### config.mk
export PLATFORM = sky130hd
export DESIGN_NAME = c2s_root_cell
export DESIGN_NICKNAME = d
export VERILOG_FILES = /design/src/c2s_pkg.sv /design/src/c2s_root_cell.sv
export SDC_FILE = /design/constraint.sdc
export NUM_CORES = 1
export LEC_CHECK = 0
export BUFFER_PORTS_ARGS = -buffer_cell sky130_fd_sc_hd__buf_2
export CORE_MARGIN = 4
export CORE_UTILIZATION = 46
export DETAILED_ROUTE_END_ITERATION = 8
export PLACE_DENSITY = 0.8
export SKIP_CTS_REPAIR_TIMING = 1
export SYNTH_ARGS = -nofsm -noshare
export SYNTH_HDL_FRONTEND = slang
export SYNTH_SLANG_ARGS = --single-unit
### constraint.sdc
create_clock -name clock -period 2.4 [get_ports clock]
set_input_delay 0.12 -clock clock [delete_from_list [all_inputs] [get_ports clock]]
set_output_delay 0.12 -clock clock [all_outputs]
set_load 0.005 [all_outputs]
### src/c2s_pkg.sv
// shared types, constants and tables for the cartesian to spherical core
`default_nettype none

package c2s_pkg;

   // coordinate and angle formats
   localparam int COORD_BITS       = 16;
   localparam int ANGLE_ITERATIONS = 16;
   localparam int TURN_BITS        = 32;                      // accumulator units per turn, log2
   localparam int SCALE_SHIFT      = TURN_BITS - COORD_BITS;  // operand prescale
   localparam int ANGLE_BITS       = 16;
   localparam int ANGLE_FRAC       = TURN_BITS - ANGLE_BITS;

   // root chain
   localparam int SQ_BITS   = 2 * COORD_BITS;                 // square and sum of squares
   localparam int PEND_BITS = SQ_BITS;
   localparam int ROOT_BITS = (SQ_BITS + 2 * SCALE_SHIFT) / 2;
   localparam int REM_BITS  = ROOT_BITS + 4;

   // rotation chain
   localparam int VEC_BITS     = TURN_BITS + 4;
   localparam int ACC_BITS     = TURN_BITS + 2;
   localparam int ARC_BITS     = 32;
   localparam int TABLE_DEPTH  = 32;
   localparam int STEP_BITS    = $clog2(TABLE_DEPTH);
   localparam int CORDIC_STEPS =
      (ANGLE_ITERATIONS < TABLE_DEPTH) ? ANGLE_ITERATIONS : TABLE_DEPTH;

   // pipeline stage positions
   localparam int SUM_STAGE    = 2;
   localparam int ROOT_END     = SUM_STAGE + ROOT_BITS;
   localparam int PREROT_STAGE = ROOT_END + 1;
   localparam int PIPE_LAST    = PREROT_STAGE + CORDIC_STEPS;

   // result buffer
   localparam int OUT_DEPTH = 2;
   localparam logic [1:0] OUT_FULL = 2'(OUT_DEPTH);

   localparam logic signed [ACC_BITS-1:0] QUARTER_TURN =
      {{(ACC_BITS - TURN_BITS + 1){1'b0}}, 1'b1, {(TURN_BITS - 2){1'b0}}};
   localparam logic signed [ACC_BITS-1:0] ROUND_HALF =
      {{(ACC_BITS - ANGLE_FRAC){1'b0}}, 1'b1, {(ANGLE_FRAC - 1){1'b0}}};
   localparam logic [ANGLE_BITS-1:0] POLAR_MAX = {1'b1, {(ANGLE_BITS - 1){1'b0}}};

   // atan(2^-i) with 2^32 units per turn
   localparam logic [ARC_BITS-1:0] ARC_TABLE [TABLE_DEPTH] = '{
      32'h20000000, 32'h12E4051E, 32'h09FB385B, 32'h051111D4, 32'h028B0D43, 32'h0145D7E1,
      32'h00A2F61E, 32'h00517C55, 32'h0028BE53, 32'h00145F2F, 32'h000A2F98, 32'h000517CC,
      32'h00028BE6, 32'h000145F3, 32'h0000A2FA, 32'h0000517D, 32'h000028BE, 32'h0000145F,
      32'h00000A30, 32'h00000518, 32'h0000028C, 32'h00000146, 32'h000000A3, 32'h00000051,
      32'h00000029, 32'h00000014, 32'h0000000A, 32'h00000005, 32'h00000003, 32'h00000001,
      32'h00000001, 32'h00000000
   };

   typedef struct packed {
      logic signed [COORD_BITS-1:0] x_coord;
      logic signed [COORD_BITS-1:0] y_coord;
      logic signed [COORD_BITS-1:0] z_coord;
   } req_word_type;

   typedef struct packed {
      logic [COORD_BITS-1:0]        radius;
      logic signed [ANGLE_BITS-1:0] azimuth;
      logic [ANGLE_BITS-1:0]        polar_angle;
      logic                         at_origin;
   } rsp_word_type;

   typedef struct packed {
      logic [PEND_BITS-1:0] pend;
      logic [REM_BITS-1:0]  rem;
      logic [ROOT_BITS-1:0] root;
   } root_lane_type;

   typedef struct packed {
      logic signed [VEC_BITS-1:0] xv;
      logic signed [VEC_BITS-1:0] yv;
      logic signed [ACC_BITS-1:0] acc;
   } vec_lane_type;

   typedef struct packed {
      logic [COORD_BITS-1:0] radius;
      logic                  phi_zero;
      logic                  at_origin;
   } side_type;

   function automatic logic [STEP_BITS-1:0] step_code(input int idx);
      return STEP_BITS'(idx);
   endfunction

endpackage

`default_nettype wire

### src/c2s_root_cell.sv
// one digit of the restoring square root chain
`default_nettype none

module c2s_root_cell (
   input  wire logic                   clock,
   input  wire logic                   advance,
   input  wire c2s_pkg::root_lane_type prev_lane,
   output c2s_pkg::root_lane_type      next_lane
);

   c2s_pkg::root_lane_type lane_ff, lane_in;
   logic [c2s_pkg::REM_BITS-1:0] shifted;
   logic [c2s_pkg::REM_BITS-1:0] trial;

   always_comb begin
      shifted = {prev_lane.rem[c2s_pkg::REM_BITS-3:0],
                 prev_lane.pend[c2s_pkg::PEND_BITS-1 -: 2]};
      trial   = {{(c2s_pkg::REM_BITS - c2s_pkg::ROOT_BITS - 2){1'b0}}, prev_lane.root, 2'b01};
      lane_in.pend = {prev_lane.pend[c2s_pkg::PEND_BITS-3:0], 2'b00};
      if (shifted >= trial) begin
         lane_in.rem  = shifted - trial;
         lane_in.root = {prev_lane.root[c2s_pkg::ROOT_BITS-2:0], 1'b1};
      end else begin
         lane_in.rem  = shifted;
         lane_in.root = {prev_lane.root[c2s_pkg::ROOT_BITS-2:0], 1'b0};
      end
   end

   always_ff @(posedge clock) begin
      if (advance) begin
         lane_ff <= lane_in;
      end
   end

   assign next_lane = lane_ff;

endmodule

`default_nettype wire

==> flow_metrics.env <==
export IMPL_status="completed"
export IMPL_place_ws_ns=-0.2161
export IMPL_hp_class="in -> reg"
export IMPL_synthTopCellsByArea="edfxtp_1 52%, ha_1 7.6%, a21oi_1 4.4%"
export IMPL_layout_area_overhead_vs_synth_pct=50.62
export IMPL_critPathMaxFanout=7
export IMPL_routedWlPerCell_um=18.22
export IMPL_grt_max_degree=54
export IMPL_first_iter_violations=331
export IMPL_crit_path_end_kind="register"
export IMPL_wirelength_mm=18.40
export IMPL_ys_types=65
export IMPL_cap_violations=0
export IMPL_synth_ff_type="edfxtp_1"
export IMPL_cts_tree="yes"
export IMPL_path_clk_slew_ns=0.07
export IMPL_hold_viol_final=0
export IMPL_yosys_warnings=0
export IMPL_yosysSeqAreaShare_pct=52.24
export IMPL_placed_area_um2=7560
export IMPL_vias=5330
export IMPL_crit_chain="buf_2 -> inv_1 -> ha_1 -> a21o_1 -> a21o_1 -> a21oi_1 -> o21ai_0 -> nor3b_2 -> a21oi_4 -> buf_4 -> buf_4 -> nor2_1 -> a21oi_1"
export IMPL_layout_cells_non_filler=1010
export IMPL_drtAntennaViolNets=0
export IMPL_whs_ns=0.04457
export IMPL_required_ns=2.49
export IMPL_grt_pass1_wl_mm=24.12
export IMPL_die_area_um2=14080
export IMPL_stdcell_area_um2=8484
export IMPL_vias_per_cell=5.277
export IMPL_finalSetupViolations=0
export IMPL_setup_ws_ns=0.03227
export IMPL_syn_area_um2=5633
export IMPL_async_flop_share_pct=0
export IMPL_die_h_um=118.7
export IMPL_cp_slowest_stage_delay_ns=0.33
export IMPL_layout_nets=994
export IMPL_initial_core_util_pct=46.90
export IMPL_std_cell_rows=40
export IMPL_dp_hpwl_mm=12.08
export IMPL_setup_worst_path_class="in -> reg"
export IMPL_grt_usage_pct=21.26
export IMPL_cts_sinks=98
export IMPL_arrival_ns=2.46
export IMPL_clk_path_buf_depth=2
export IMPL_largest_register_ffs=98
export IMPL_grt_overflow=0
export IMPL_synth_edff_count=98
export IMPL_synthTopCellsByCount="98 x edfxtp_1, 50 x a21oi_1, 40 x nor2_1, 39 x inv_1, 34 x ha_1"
export IMPL_syn_inst=497
export IMPL_drv_slew=0
export IMPL_coreArea_um2=12010
export IMPL_h_tree_depth=3
export IMPL_cts_root_buf="clkbuf_16"
export IMPL_peakVddDrop_mv=0.3519
export IMPL_place_gp_congestion=0.8646
export IMPL_yosysTopAreaCellShare_pct=52.24
export IMPL_max_freq_ghz=0.4223
export IMPL_worstSetupStartpointType="primary input"
export IMPL_cp_slowest_cell="ha_1"
export IMPL_placed_cells=934
export IMPL_critPathBufInv=4
export IMPL_final_min_clock_period_ns=2.368
export IMPL_cts_buffers=9
export IMPL_post_synth_top_area_cell="edfxtp_1"
export IMPL_antenna_found_initial=2
export IMPL_drc=0
export IMPL_postSynthAreaPerCell_um2=11.33
export IMPL_powerDensity_nw_per_um2=620.8
export IMPL_io_pins=202
export IMPL_num_antenna_cells=0
export IMPL_first_global_vias=5027
export IMPL_yosys_register_bits=98
export IMPL_synth_most_common_cell="edfxtp_1"
export IMPL_period_share_pct=98.66
export IMPL_die_x_um=118.7
export IMPL_dr_pass1_iters=5
export IMPL_io_buffers=197
export IMPL_leakage_nw=3.883
export IMPL_drive_gt1_share_pct=42.18
export IMPL_cp_top_family="compound AO/OA/AOI/OAI gates"
-- area by class of cell --
class	count	area (µm²)
clock buffers	11	232.7
clock inverters	5	86.33
fillers	813	3527
inverters	39	146.4
multi-input cells	338	2415
flip-flops and latches	98	2943
well taps	147	183.9
repair buffers	372	2477
-- layout by cell type, fill, tap and decap left out, types with 2 or more instances in the layout --
cell	synthesis	final
o21a_1	5	5
bufinv_16	0	2
nor2_1	40	40
a21oi_2	9	9
nor3_1	8	7
and3_1	4	4
clkbuf_16	0	9
nor2b_1	3	3
o21bai_1	6	6
xor2_1	14	14
a31oi_1	3	3
dlygate4sd3_1	0	60
nand4_1	10	10
o211ai_1	5	5
buf_2	13	196
clkbuf_1	3	2
mux2_4	7	7
buf_12	0	2
nand3_1	9	9
clkinv_4	0	2
a21o_1	7	7
or4_1	2	2
xnor2_1	18	18
inv_1	39	39
nand2b_1	5	5
a21oi_1	50	50
o2111ai_1	2	2
a211oi_1	2	2
buf_4	3	114
o21ai_0	22	21
mux2_2	2	2
o21ai_1	4	5
edfxtp_1	98	98
nor3_2	2	3
conb_1	1	2
nand2_1	31	31
ha_1	34	34
and2_1	2	2
-- layer usage --
| metal | vias up | share of wire (%) | GRT usage (%) |
|---|---|---|---|
| li1 | 2543 | - | - |
| met2 | 236 | 51 | 38.33 |
| met3 | 45 | 7.6 | 5.072 |
| met1 | 2502 | 38 | 24.63 |
| met5 | - | 0.11 | 0 |
| met4 | 4 | 3.1 | 7.241 |
-- cell families after synthesis --
kind of cell,count (synthesis),share of synthesized area (%)
AOI/OAI and AO/OA,133,15.66
xor gates and xnor gates,33,5.264
adders and majority gates,34,7.552
buffers and inverters,62,5.042
DFF,98,52.24
muxes,10,2.466
other,1,0.06657
and+or+nand+nor,126,11.71
-- final timing paths --
| check | startpoint | endpoint | slack [ns] | depth (start not counted) |
|---|---|---|---|---|
| setup / recovery | prev_lane[27] | next_lane[35]$_DFFE_PP_ | 0.03 | 13 |
| hold / removal | prev_lane[12] | next_lane[13]$_DFFE_PP_ | 0.04 | 2 |
-- power by group --
part / internal [mW] / leakage (nW) / switching, mW
Combinational: 0.776 / 2.77 / 0.740
Clock: 0.922 / 0.154 / 0.645
Sequential: 2.13 / 0.960 / 0.0592
-- stage by stage --
stage | util (%) | setup TNS (ns) | power, mW
2_1_floorplan | - | 0 | 2.898
3_3_place_gp | 62.94 | -2.695 | 3.554
3_5_place_dp | 62.94 | -5.042 | 3.586
4_1_cts | 65.59 | 0 | 5.133
5_1_grt | 70.64 | -0.1076 | 5.519
6_report | 70.64 | 0 | 5.267
(Power assumes the default switching activity.)
